--- config.mk ---
export PLATFORM = sky130hd
export DESIGN_NAME = periodic_timer_bank
export DESIGN_NICKNAME = d
export VERILOG_FILES = /design/src/rtl/ptb_pkg.sv /design/src/rtl/ptb_timer_store.sv /design/src/rtl/ptb_entry_eval.sv /design/src/rtl/periodic_timer_bank.sv
export SDC_FILE = /design/constraint.sdc
export NUM_CORES = 2
export LEC_CHECK = 0
export BUFFER_PORTS_ARGS = -buffer_cell sky130_fd_sc_hd__buf_2
export CORE_ASPECT_RATIO = 1.2
export CORE_MARGIN = 5
export CORE_UTILIZATION = 50
export CTS_CLUSTER_SIZE = 8
export DETAILED_ROUTE_END_ITERATION = 12
export PLACE_DENSITY = 0.69
export SETUP_SLACK_MARGIN = 0.05
export SLEW_MARGIN = 10
export SYNTH_ARGS = -nofsm -noshare
export SYNTH_HDL_FRONTEND = slang
export SYNTH_SLANG_ARGS = --single-unit
--- constraint.sdc ---
create_clock -name clk -period 12.92 [get_ports clk]
set_input_delay 2.584 -clock clk [delete_from_list [all_inputs] [get_ports clk]]
set_output_delay 2.584 -clock clk [all_outputs]
set_load 0.005 [all_outputs]
--- src/rtl/ptb_pkg.sv ---
// Shared types and codes for the periodic timer bank.
package ptb_pkg;

    // Input opcodes
    localparam logic [2:0] OP_TICK      = 3'd0;
    localparam logic [2:0] OP_SETUP     = 3'd1;
    localparam logic [2:0] OP_DELAY_ONE = 3'd2;
    localparam logic [2:0] OP_DELAY_ALL = 3'd3;
    localparam logic [2:0] OP_STOP      = 3'd4;
    localparam logic [2:0] OP_RESTART   = 3'd5;

    // Result kinds and status codes
    localparam logic KIND_FIRE   = 1'b0;
    localparam logic KIND_STATUS = 1'b1;
    localparam logic STATUS_OK     = 1'b0;
    localparam logic STATUS_REJECT = 1'b1;

    // Most fire beats one tick reports
    localparam logic [4:0] RESULT_CAP = 5'd16;

    // Reset value of the delay limit register
    localparam logic [31:0] DELAY_LIMIT_RESET = 32'h7FFF_FFFF;

    typedef enum logic [1:0] {
        MODE_READY   = 2'd0,
        MODE_DELAYED = 2'd1,
        MODE_STOPPED = 2'd2
    } mode_t;

    // Write of the last-fire / wake time memory
    typedef struct packed {
        logic        en;
        logic [31:0] data;
    } time_wr_t;

    // Write of the period / late limit memory
    typedef struct packed {
        logic        en;
        logic [31:0] period;
        logic [31:0] late;
    } param_wr_t;

    // Update of the per-timer mode and registered flags
    typedef struct packed {
        logic  en;
        mode_t mode;
        logic  set_reg;
    } mode_wr_t;

    // Outcome of evaluating one scanned entry on a tick
    typedef struct packed {
        logic fire;
        logic timed_out;
        logic to_ready;
        logic upd_time;
    } eval_t;

endpackage

--- src/rtl/ptb_timer_store.sv ---
// Timer entry storage: period/late and time memories plus mode and registered flags.
module ptb_timer_store #(
    parameter int DEPTH = 16,
    parameter int AW    = 4
) (
    input  logic               clk,
    input  logic               rst_n,
    // synchronous read port, registered output
    input  logic               rd_en,
    input  logic [AW-1:0]      rd_addr,
    output logic [31:0]        rd_period,
    output logic [31:0]        rd_late,
    output logic [31:0]        rd_time,
    // entry address for writes and flag lookup
    input  logic [AW-1:0]      ent_addr,
    input  ptb_pkg::time_wr_t  time_wr,
    input  ptb_pkg::param_wr_t param_wr,
    input  ptb_pkg::mode_wr_t  mode_wr,
    output ptb_pkg::mode_t     q_mode,
    output logic               q_registered
);
    import ptb_pkg::*;

    logic [63:0] param_mem [DEPTH];
    logic [31:0] time_mem  [DEPTH];
    logic [63:0] param_rd_reg;
    logic [31:0] time_rd_reg;

    mode_t      mode_reg [DEPTH];
    logic [DEPTH-1:0] registered_reg;

    // Write and read the period/late memory
    always_ff @(posedge clk)
    begin
        if (param_wr.en)
        begin
            param_mem[ent_addr] <= {param_wr.late, param_wr.period};
        end
        if (rd_en)
        begin
            param_rd_reg <= param_mem[rd_addr];
        end
    end

    // Write and read the time memory
    always_ff @(posedge clk)
    begin
        if (time_wr.en)
        begin
            time_mem[ent_addr] <= time_wr.data;
        end
        if (rd_en)
        begin
            time_rd_reg <= time_mem[rd_addr];
        end
    end

    assign rd_period = param_rd_reg[31:0];
    assign rd_late   = param_rd_reg[63:32];
    assign rd_time   = time_rd_reg;

    // Hold mode and registered flags in flops so reset clears them
    always_ff @(posedge clk or negedge rst_n)
    begin
        if (!rst_n)
        begin
            for (int i = 0; i < DEPTH; i++)
            begin
                mode_reg[i] <= MODE_READY;
            end
            registered_reg <= '0;
        end
        else if (mode_wr.en)
        begin
            mode_reg[ent_addr] <= mode_wr.mode;
            if (mode_wr.set_reg)
            begin
                registered_reg[ent_addr] <= 1'b1;
            end
        end
    end

    assign q_mode       = mode_reg[ent_addr];
    assign q_registered = registered_reg[ent_addr];

endmodule

--- src/rtl/ptb_entry_eval.sv ---
// Tick evaluation of one timer entry: firing, lateness and wake test.
module ptb_entry_eval (
    input  logic           is_reg,
    input  ptb_pkg::mode_t mode,
    input  logic [31:0]    last_time,
    input  logic [31:0]    period,
    input  logic [31:0]    late,
    input  logic [31:0]    now,
    input  logic [31:0]    delay_limit,
    output ptb_pkg::eval_t ev
);
    import ptb_pkg::*;

    logic [31:0] elapsed;

    // Wrapped elapsed time since last firing, or since wake time when delayed
    assign elapsed = now - last_time;

    always_comb
    begin
        ev.fire      = is_reg && (mode == MODE_READY) && (elapsed >= period);
        ev.timed_out = elapsed > late;
        ev.to_ready  = is_reg && (mode == MODE_DELAYED) && (elapsed < delay_limit);
        ev.upd_time  = ev.fire || ev.to_ready;
    end

endmodule

--- src/rtl/periodic_timer_bank.sv ---
// Periodic timer bank: command sequencer, tick scan and result output register.
// Tick: one entry read per cycle from the timer memories while the scan is not stalled
//   by a full output register; the held fire beat goes out last from the flush state.
// Delay all sweeps every entry in turn, then sends its status beat; a rejected delay skips the sweep.
// Setup, delay one, stop and restart act in the response state, which loads the result beat.
// Reset (rst_n low, async) clears modes to ready, registered flags and control;
//   delay_limit returns to 0x7FFFFFFF; the memories are not cleared.
module periodic_timer_bank #(
    parameter int TIMER_COUNT = 16
) (
    input  logic         clk,
    input  logic         rst_n,
    // input stream
    input  logic         s_tvalid,
    output logic         s_tready,
    // tdata: timer_index[3:0], now_us[35:4], period_us[67:36],
    //        late_limit_us[99:68], delay_us[131:100], zero pad [135:132]
    input  logic [135:0] s_tdata,
    // tuser: opcode[2:0]
    input  logic [2:0]   s_tuser,
    // output stream
    output logic         m_tvalid,
    input  logic         m_tready,
    // tdata: fired_index[3:0], timed_out[4], status[5], zero pad [7:6]
    output logic [7:0]   m_tdata,
    // tuser: kind[0]
    output logic         m_tuser,
    output logic         m_tlast,
    // configuration
    input  logic         cfg_wr_en,
    input  logic [31:0]  cfg_wr_data
);
    import ptb_pkg::*;

    localparam int AW = (TIMER_COUNT > 1) ? $clog2(TIMER_COUNT) : 1;
    localparam int CW = $clog2(TIMER_COUNT + 1);
    localparam logic [CW-1:0] CNT_N    = CW'(TIMER_COUNT);
    localparam logic [CW-1:0] CNT_LAST = CW'(TIMER_COUNT - 1);
    localparam logic [31:0]   TC32     = 32'(TIMER_COUNT);

    typedef enum logic [2:0] {
        S_IDLE,
        S_SCAN,
        S_FLUSH,
        S_SWEEP,
        S_RESP
    } state_t;

    state_t      state_reg, state_next;
    logic [31:0] delay_limit_reg;

    // latched item
    logic [2:0]  op_reg;
    logic [3:0]  idx_reg;
    logic [31:0] now_reg;
    logic [31:0] per_reg;
    logic [31:0] late_reg;
    logic [31:0] wake_reg;
    logic        reject_reg;

    // scan / sweep control
    logic [CW-1:0] iss_idx_reg, iss_idx_next;
    logic          proc_vld_reg, proc_vld_next;
    logic [AW-1:0] proc_idx_reg, proc_idx_next;
    logic [4:0]    fire_cnt_reg, fire_cnt_next;
    logic          pend_vld_reg, pend_vld_next;
    logic [3:0]    pend_idx_reg, pend_idx_next;
    logic          pend_to_reg, pend_to_next;

    // output register
    logic       out_vld_reg;
    logic [3:0] out_idx_reg;
    logic       out_to_reg;
    logic       out_status_reg;
    logic       out_kind_reg;
    logic       out_last_reg;
    logic       out_load;
    logic [3:0] out_idx_next;
    logic       out_to_next;
    logic       out_status_next;
    logic       out_kind_next;
    logic       out_last_next;
    logic       out_free;

    // store interface
    logic          rd_en;
    logic [31:0]   rd_period;
    logic [31:0]   rd_late;
    logic [31:0]   rd_time;
    logic [AW-1:0] ent_addr;
    time_wr_t      time_wr;
    param_wr_t     param_wr;
    mode_wr_t      mode_wr;
    mode_t         q_mode;
    logic          q_registered;
    eval_t         ev;

    logic accept;
    logic idx_ok;
    logic report;
    logic stall;

    assign accept   = s_tvalid && s_tready;
    assign s_tready = (state_reg == S_IDLE);
    assign out_free = !out_vld_reg || m_tready;
    assign idx_ok   = {28'd0, idx_reg} < TC32;
    assign report   = proc_vld_reg && ev.fire && (fire_cnt_reg != RESULT_CAP);
    assign stall    = (state_reg == S_SCAN) && report && pend_vld_reg && !out_free;

    ptb_timer_store #(
        .DEPTH (TIMER_COUNT),
        .AW    (AW)
    ) u_store (
        .clk          (clk),
        .rst_n        (rst_n),
        .rd_en        (rd_en),
        .rd_addr      (iss_idx_reg[AW-1:0]),
        .rd_period    (rd_period),
        .rd_late      (rd_late),
        .rd_time      (rd_time),
        .ent_addr     (ent_addr),
        .time_wr      (time_wr),
        .param_wr     (param_wr),
        .mode_wr      (mode_wr),
        .q_mode       (q_mode),
        .q_registered (q_registered)
    );

    ptb_entry_eval u_eval (
        .is_reg      (q_registered),
        .mode        (q_mode),
        .last_time   (rd_time),
        .period      (rd_period),
        .late        (rd_late),
        .now         (now_reg),
        .delay_limit (delay_limit_reg),
        .ev          (ev)
    );

    // Pick the entry that writes and flag lookups address
    always_comb
    begin
        case (state_reg)
            S_SCAN:  ent_addr = proc_idx_reg;
            S_SWEEP: ent_addr = iss_idx_reg[AW-1:0];
            default: ent_addr = AW'(idx_reg);
        endcase
    end

    // Sequence commands, tick scan and result beats
    always_comb
    begin
        state_next      = state_reg;
        iss_idx_next    = iss_idx_reg;
        proc_vld_next   = proc_vld_reg;
        proc_idx_next   = proc_idx_reg;
        fire_cnt_next   = fire_cnt_reg;
        pend_vld_next   = pend_vld_reg;
        pend_idx_next   = pend_idx_reg;
        pend_to_next    = pend_to_reg;
        rd_en           = 1'b0;
        time_wr         = '0;
        param_wr        = '0;
        mode_wr         = '0;
        out_load        = 1'b0;
        out_kind_next   = KIND_FIRE;
        out_idx_next    = pend_idx_reg;
        out_to_next     = pend_to_reg;
        out_status_next = STATUS_OK;
        out_last_next   = 1'b0;

        case (state_reg)
            S_IDLE:
            begin
                if (accept)
                begin
                    iss_idx_next  = '0;
                    proc_vld_next = 1'b0;
                    fire_cnt_next = '0;
                    pend_vld_next = 1'b0;
                    case (s_tuser)
                        OP_TICK:      state_next = S_SCAN;
                        OP_SETUP,
                        OP_DELAY_ONE,
                        OP_STOP,
                        OP_RESTART:   state_next = S_RESP;
                        OP_DELAY_ALL:
                        begin
                            if ((s_tdata[131:100] == 32'd0) ||
                                (s_tdata[131:100] > delay_limit_reg))
                            begin
                                state_next = S_RESP;
                            end
                            else
                            begin
                                state_next = S_SWEEP;
                            end
                        end
                        default:      state_next = S_IDLE;
                    endcase
                end
            end

            S_SCAN:
            begin
                if (!stall)
                begin
                    // write back the entry whose read data is held in the read registers
                    if (proc_vld_reg)
                    begin
                        time_wr.en   = ev.upd_time;
                        time_wr.data = now_reg;
                        mode_wr.en   = ev.to_ready;
                        mode_wr.mode = MODE_READY;
                        if (report)
                        begin
                            if (pend_vld_reg)
                            begin
                                out_load = 1'b1;
                            end
                            pend_vld_next = 1'b1;
                            pend_idx_next = 4'(proc_idx_reg);
                            pend_to_next  = ev.timed_out;
                            fire_cnt_next = fire_cnt_reg + 5'd1;
                        end
                    end
                    // issue the next read
                    if (iss_idx_reg < CNT_N)
                    begin
                        rd_en         = 1'b1;
                        proc_vld_next = 1'b1;
                        proc_idx_next = iss_idx_reg[AW-1:0];
                        iss_idx_next  = iss_idx_reg + CW'(1);
                    end
                    else
                    begin
                        proc_vld_next = 1'b0;
                        if (!proc_vld_reg)
                        begin
                            state_next = S_FLUSH;
                        end
                    end
                end
            end

            S_FLUSH:
            begin
                // send the held fire beat as the final one
                if (!pend_vld_reg)
                begin
                    state_next = S_IDLE;
                end
                else if (out_free)
                begin
                    out_load      = 1'b1;
                    out_last_next = 1'b1;
                    pend_vld_next = 1'b0;
                    state_next    = S_IDLE;
                end
            end

            S_SWEEP:
            begin
                // delay every registered timer that is not stopped
                if (q_registered && (q_mode != MODE_STOPPED))
                begin
                    mode_wr.en   = 1'b1;
                    mode_wr.mode = MODE_DELAYED;
                    time_wr.en   = 1'b1;
                    time_wr.data = wake_reg;
                end
                iss_idx_next = iss_idx_reg + CW'(1);
                if (iss_idx_reg == CNT_LAST)
                begin
                    state_next = S_RESP;
                end
            end

            S_RESP:
            begin
                if (out_free)
                begin
                    out_load        = 1'b1;
                    out_kind_next   = KIND_STATUS;
                    out_idx_next    = 4'd0;
                    out_to_next     = 1'b0;
                    out_status_next = ((op_reg == OP_DELAY_ONE) || (op_reg == OP_DELAY_ALL))
                                      ? (reject_reg ? STATUS_REJECT : STATUS_OK)
                                      : STATUS_OK;
                    out_last_next   = 1'b1;
                    state_next      = S_IDLE;
                    if (idx_ok)
                    begin
                        case (op_reg)
                            OP_SETUP:
                            begin
                                param_wr.en     = 1'b1;
                                param_wr.period = per_reg;
                                param_wr.late   = late_reg;
                                time_wr.en      = 1'b1;
                                time_wr.data    = 32'd0;
                                mode_wr.en      = 1'b1;
                                mode_wr.mode    = MODE_READY;
                                mode_wr.set_reg = 1'b1;
                            end
                            OP_DELAY_ONE:
                            begin
                                if (!reject_reg && (q_mode != MODE_STOPPED))
                                begin
                                    mode_wr.en   = 1'b1;
                                    mode_wr.mode = MODE_DELAYED;
                                    time_wr.en   = 1'b1;
                                    time_wr.data = wake_reg;
                                end
                            end
                            OP_STOP:
                            begin
                                mode_wr.en   = 1'b1;
                                mode_wr.mode = MODE_STOPPED;
                                time_wr.en   = 1'b1;
                                time_wr.data = 32'd0;
                            end
                            OP_RESTART:
                            begin
                                mode_wr.en   = 1'b1;
                                mode_wr.mode = MODE_READY;
                                time_wr.en   = 1'b1;
                                time_wr.data = now_reg;
                            end
                            default:
                            begin
                                mode_wr.en = 1'b0;
                            end
                        endcase
                    end
                end
            end

            default:
            begin
                state_next = S_IDLE;
            end
        endcase
    end

    // Hold state, control counters and the output beat
    always_ff @(posedge clk or negedge rst_n)
    begin
        if (!rst_n)
        begin
            state_reg       <= S_IDLE;
            delay_limit_reg <= DELAY_LIMIT_RESET;
            iss_idx_reg     <= '0;
            proc_vld_reg    <= 1'b0;
            fire_cnt_reg    <= '0;
            pend_vld_reg    <= 1'b0;
            out_vld_reg     <= 1'b0;
        end
        else
        begin
            state_reg    <= state_next;
            iss_idx_reg  <= iss_idx_next;
            proc_vld_reg <= proc_vld_next;
            fire_cnt_reg <= fire_cnt_next;
            pend_vld_reg <= pend_vld_next;
            if (cfg_wr_en)
            begin
                delay_limit_reg <= cfg_wr_data;
            end
            if (out_load)
            begin
                out_vld_reg <= 1'b1;
            end
            else if (m_tready)
            begin
                out_vld_reg <= 1'b0;
            end
        end
    end

    // Latch the item and payload registers
    always_ff @(posedge clk)
    begin
        if (accept)
        begin
            op_reg     <= s_tuser;
            idx_reg    <= s_tdata[3:0];
            now_reg    <= s_tdata[35:4];
            per_reg    <= s_tdata[67:36];
            late_reg   <= s_tdata[99:68];
            wake_reg   <= s_tdata[35:4] + s_tdata[131:100];
            reject_reg <= (s_tdata[131:100] == 32'd0) ||
                          (s_tdata[131:100] > delay_limit_reg);
        end
        proc_idx_reg <= proc_idx_next;
        pend_idx_reg <= pend_idx_next;
        pend_to_reg  <= pend_to_next;
        if (out_load)
        begin
            out_kind_reg   <= out_kind_next;
            out_idx_reg    <= out_idx_next;
            out_to_reg     <= out_to_next;
            out_status_reg <= out_status_next;
            out_last_reg   <= out_last_next;
        end
    end

    assign m_tvalid = out_vld_reg;
    assign m_tdata  = {2'b00, out_status_reg, out_to_reg, out_idx_reg};
    assign m_tuser  = out_kind_reg;
    assign m_tlast  = out_last_reg;

`ifndef SYNTHESIS
    // A new beat never overwrites one the sink has not taken
    assert property (@(posedge clk) disable iff (!rst_n) out_load |-> out_free)
        else $error("output beat overwritten");

    // Reported firings stay within the cap
    assert property (@(posedge clk) disable iff (!rst_n) fire_cnt_reg <= RESULT_CAP)
        else $error("fire count above cap");

    // No fire beat is left held once the block is ready again
    assert property (@(posedge clk) disable iff (!rst_n) s_tready |-> !pend_vld_reg)
        else $error("held fire beat while idle");

    // A stalled scan keeps its read data and position
    assert property (@(posedge clk) disable iff (!rst_n)
        stall |=> (proc_vld_reg && $stable(iss_idx_reg) && $stable(proc_idx_reg)))
        else $error("scan moved during stall");
`endif

endmodule

==> Word level (Yosys, flattened, before mapping) <==
Memory sizes are Yosys's and may differ from the RTL's. A register that Yosys moved wholly into a read port is not among the register bits.
Index checks and enable logic that the tools add are counted.
{ "word_totals": {"in_bits": 176, "mem_bits_rw": 1536, "register_bits": 249, "mem_count": 2, "out_inout_bits": 12, "word_cells": 204} }
{ "memory_table": {"columns": ["name", "depth", "width", "rd", "rd_clocked_by_memory_dff", "write_ports", "line_no", "rtl"], "rows": [
  ["u_store.param_mem", 16, 64, 1, 1, 1, "ptb_timer_store.sv:24", "logic [63:0] param_mem [DEPTH];"],
  ["u_store.time_mem", 16, 32, 1, 1, 1, "ptb_timer_store.sv:25", "logic [31:0] time_mem [DEPTH];"]
]} }
{ "classes": {"n_bitwise": 3, "eq_ne": 26, "mux": 80, "order_cmp": 9, "reduce_logical": 41, "add_sub_neg": 4} }
{ "op_table": {"columns": ["operator", "n"], "rows": [
  ["$pmux W33 S3", 2],
  ["$mux W65", 3],
  ["$mux W33", 5],
  ["$gt A32 B32 Y1", 2],
  ["$mux W3", 12],
  ["$add A32 B32 Y32", 1],
  ["$bwmux W32", 1],
  ["$ge A32 B32 Y1", 1],
  ["$logic_not A32 Y1", 1],
  ["$lt A32 B32 Y1", 1],
  ["$sub A32 B32 Y32", 1],
  ["$mux W5", 6],
  ["$mux W1", 29],
  ["$eq A3 B2 Y1 const B", 6],
  ["$pmux W3 S3", 2],
  ["$or A16 B16 Y16", 1],
  ["$eq A3 B3 Y1 const B", 5],
  ["$pmux W3 S5", 1],
  ["$pmux W5 S3", 1],
  ["$reduce_and A5 Y1", 3],
  ["$logic_and A1 B1 Y1", 14],
  ["$ne A2 B2 Y1 const B", 7],
  ["$mux W4", 3],
  ["$add A5 B1 Y5 const B", 2],
  ["other kinds (34)", 53]
]} }

==> Logic depth before layout (Yosys ltp) <==
{ "logic_depth": {"ltp_word": 18, "mapped_depth": 26, "ltp_nobuf": 25} }

==> By module <==
A second synthesis with hierarchy kept.
{ "unflattened": {"hier_cells": 4108, "area_unflattened_um2": 77157.8} }
{ "by_module_without_submodules": {"columns": ["mod", "n_inst", "area_per_inst_um2", "cells_per_inst", "seq_area_each_um2"], "rows": [
  ["ptb_timer_store", 1, 62621.3, 2635, 50208.2],
  ["periodic_timer_bank", 1, 10231.1, 858, 5834.3],
  ["ptb_entry_eval", 1, 4305.4, 615, 0.0]
]} }

==> Least setup slack after synthesis <==
Ideal clock, no wire load.
{ "synth_timing": {"kind": "register -> register", "startpoint": "register now_reg[0]", "endpoint": "register u_store.param_rd_reg[0] (read register of u_store.param_mem) (enable)", "path_slack_ps": -1082, "setup_ps": 785, "path_stages_with_launch": 25, "synth_period_minus_slack_ps": 14002, "n_path_buf": 0, "required_ps": 12135, "arrival_time_ps": 13217, "path_cell_list": "edfxtp_1 -> inv_1 -> ha_1 -> inv_1 -> fa_1 -> a211oi_1 -> o21ai_0 -> a2bb2oi_1 -> a31oi_1 -> a221o_1 -> nor2b_1 -> nor3_1 -> o21bai_1 -> a21oi_1 -> xnor2_1 -> ha_1 -> nand2_1 -> o21ai_0 -> nor3_1 -> o21ai_0 -> o21bai_1 -> nor3b_2 -> and2_4 -> and3_1 -> nor4_1"} }
{ "synth_between": {"elab_chain_len": 10} }
{ "synth_rtl": {"columns": ["element", "line_no", "rtl"], "rows": [
  ["start, declared", "periodic_timer_bank.sv:55", "logic [31:0] now_reg;"],
  ["start signal, assigned", "periodic_timer_bank.sv:388", "now_reg <= s_tdata[35:4];"],
  ["$sub A32 B32 Y32", "ptb_entry_eval.sv:17", "assign elapsed = now - last_time;"],
  ["$ge A32 B32 Y1", "ptb_entry_eval.sv:21", "ev.fire = is_reg && (mode == MODE_READY) && (elapsed >= period);"],
  ["$logic_and A1 B1 Y1", "ptb_entry_eval.sv:21", null],
  ["$logic_and A1 B1 Y1 (2 in series)", "periodic_timer_bank.sv:107", "assign report = proc_vld_reg && ev.fire && (fire_cnt_reg != RESULT_CAP);"],
  ["$logic_and A1 B1 Y1 (3 in series)", "periodic_timer_bank.sv:108", "assign stall = (state_reg == S_SCAN) && report && pend_vld_reg && !out_free;"],
  ["$mux W1", "periodic_timer_bank.sv:206", "if (!stall)"],
  ["$mux W1", "periodic_timer_bank.sv:172", "case (state_reg)"],
  ["via rd_en", "periodic_timer_bank.sv:86", "logic rd_en;"],
  ["end, declared", "ptb_timer_store.sv:26", "logic [63:0] param_rd_reg;"]
]} }
The timed path passes the listed nets, and every way through them passes these cells.
A chain may end at the register's enable or synchronous reset.

==> Final worst setup path <==
{ "layout_timing": {"startpoint": "register now_reg[0]", "endpoint": "register u_store.param_rd_reg[58] (read register of u_store.param_mem) (enable)"} }
Same word-level chain as after synthesis.

==> flow_summary.yaml <==
logic_synthesis:
  ys_ff_latch: 1881
  synth_top_area_share_pct: 69.4
  synth_area_leaders: "edfxtp_1 (69%), mux4_2 (14%), ha_1 (3.1%), dfrtp_1 (2.1%), dfstp_2 (1.1%)"
  post_synth_num_cell_types: 80
  yosys_warnings: 0
  syn_area_um2: 77200
  synth_edf_count: 1785
  async_flop_share_pct: 5.10
  synth_cells: 3976
  synth-main-ff-cell: "edfxtp_1"
  synth_area_per_cell_um2: 19.4
  ys_seq_area_share_pct: 72.6
  yosys.area.top_type: "edfxtp_1"
sta:
  fin_skew_ps: 72.4
  relSlewSlack_pct: 20.7
  rsz0062_at_grt: "false"
  fin_hold_ws_ps: 468
  setup_tns_ps: 0
  finalCritPeriodShare_pct: 64.6
  finalSetupViolCount: 0
  hold_viol_final: 0
  slew_viol_final: 0
  tightest_slew_ps: 1190
  min_period_ps: 8350
  fin_ws_ps: 4570
  max_freq_mhz: 120
die:
  die_area_um2: 162000
  io_pins: 188
  initial_core_util_pct: 50.1
  die_w_um: 369
  core.rowCount: 158
  core_um2: 154000
  die_h_um: 441
layout:
  largest_reg_flops: 1024
  fin_area_um2: 88600
  final_cell_mix: "edfxtp_1 (1785), mux4_2 (482), clkbuf_16 (292)"
  mostFrequentLayoutCell: "edfxtp_1"
  area_growth_pct: 14.7
  fillers: 11200
  finish.utilization_pct: 57.5
  multi_input_area_um2: 20100
  drive_gt1_share_pct: 26.3
  fin_nets: 4748
  ff_latch_area_um2: 56100
  finalNonFillerCells: 6447
clock_tree:
  path_clk_slew_ps: 50
  clockBufferDepth: 4
  cts_tree: "built"
  insertion_delay_ps: 900
  cts_buffers: 285
  cts-root-buf: "clkbuf_16"
  cts_resized: 0
  hold_buffers: 0
  htreeDepth: 5
  clkSinkCount: 1881
  post_cts_buffers: 0
global_routing:
  grt_pass1_wl_um: 273000
  grt_pass1_vias: 40400
  grt_overflow: 0
  grt.total_usage_pct: 23.1
  antenna_found_initial: 7
  grt_max_degree: 132
min_path:
  min_path_cells: 1
  worstHoldPathType: "reg2reg"
  worstHoldEndpoint: "u_store.registered_reg[10]$_DFFE_PN0P_"
  hold_start: "u_store.registered_reg[10]$_DFFE_PN0P_"
placed_design:
  io_buffers: 181
  place_ws_ps: 4560
  gp_congestion: 0.881
  place_inst: 6090
  dpl_cell_area_um2: 81000
  hpwl_um: 105000
pwr:
  fin_total_pwr_mw: 17.3
  peakVddDrop_uv: 155
  p_leak_nw: 28.4
  power.density_nw_per_um2: 195
routing:
  detail_route.wl_per_cell_um: 29.0
  drt-total-wl_um: 187000
  vias: 39700
  vias_per_cell: 6.16
  drt_iter0_markers: 4383
  drc: 0
  final_antenna_net_count: 0
  dr.pass1.iters: 6
critical_path:
  startpoint_type: "flop"
  cp-end-kind: "flop"
  cp.required_ps: 13400
  r2r_slack_ps: 4570
  critPathArrivalTime_ps: 8830
  r2r_end: "u_store.param_rd_reg[58]$_DFFE_PP_"
  r2r_start: "now_reg[0]$_DFFE_PP_"
  criticalPathCategory: "reg2reg"
  r2r_cells: 26
  crit_fanout: 64
flow_run:
  maxCapViolations: 0
outcome:
  run_status: "finished, final reports clean"
[cell families after synthesis]
group | share of synthesized area [%]
AO/OA/AOI/OAI | 3.67
XOR/XNOR | 0.601
adder cells (fa/ha/maj) | 3.18
buffers and inverters | 1.74
flip-flops | 72.6
multiplexers | 14.6
other | 0.00486
AND/OR/NAND/NOR | 3.59
[layer usage]
layer / wire, µm / up-vias / part of all wire, % / global-route usage (%)
met5: 7 / - / 0.0037 / 0
met4: 6150 / 2 / 3.3 / 7.98
met3: 13100 / 329 / 7.0 / 4.07
met2: 92700 / 1719 / 50 / 38.3
met1: 74900 / 20800 / 40 / 31.4
li1: - / 16900 / - / -
[cell type report]
class / count / area share [%]
sequential: 1881 / 63.3
tap: 2000 / 2.82
inverter: 182 / 0.771
clock inverter: 7 / 0.0904
antenna: 1 / 0.00282
clock buffer: 349 / 8.49
timing repair buffer: 272 / 1.84
multi-input combinational: 1755 / 22.7
[cell usage after synthesis, drive strengths merged, types with 4 or more instances]
cell type     n
a31oi        16
a22o         33
mux2         11
inv         182
o2111ai       4
a211oi       18
mux2i        29
nand3        40
buf          42
o31ai         8
o211ai       13
nand2       123
nor4         15
o21bai       10
and2         94
dfstp        31
a211o         5
nor2b        47
dfrtp        65
ha          193
nor3         17
clkbuf      117
nor2         92
a21oi       112
mux4        482
xor2         21
nand4        25
a21o         31
a221o         4
nand2b       26
a2111oi       7
o21ai       148
o21a          8
edfxtp     1785
nor3b         6
xnor2        32
and3         15
or2          20
[how the worst max path moves through the flow]
stage	start	end	depth (start not counted)
after global placement	now_reg[0]$_DFFE_PP_	u_store.param_rd_reg[50]$_DFFE_PP_	26
after floorplan	now_reg[0]$_DFFE_PP_	u_store.param_rd_reg[0]$_DFFE_PP_	24
after detailed placement	now_reg[0]$_DFFE_PP_	u_store.param_rd_reg[50]$_DFFE_PP_	26
final	now_reg[0]$_DFFE_PP_	u_store.param_rd_reg[58]$_DFFE_PP_	26
after global routing	now_reg[0]$_DFFE_PP_	u_store.param_rd_reg[58]$_DFFE_PP_	26
after CTS	now_reg[0]$_DFFE_PP_	u_store.param_rd_reg[11]$_DFFE_PP_	26
[report_power, final]
part	leakage, nW	internal [mW]	total (mW)	switching [mW]
sequential	16.3	7.08	7.26	0.182
clock	3.70	4.00	6.40	2.40
combinational	8.44	1.58	3.65	2.07
[critical path, cell delays in order, from the launching register on]
cell and delay (ps):
edfxtp_1 400, inv_1 70, ha_1 160, inv_1 50, fa_1 420, a211oi_1 400, o21ai_0 220, a2bb2oi_1 490
a31oi_1 310, a221o_1 440, nor2b_1 150, nor3_1 240, o21bai_1 110, a21oi_1 200, xnor2_1 300, ha_1 340
nand2_1 70, o21ai_0 120, nor3_1 470, o21ai_0 190, o21bai_1 630, nor3b_2 140, and2_4 210, and3_1 220
nor4_4 130, buf_4 540, buf_4 790
(Power assumes the default switching activity.)
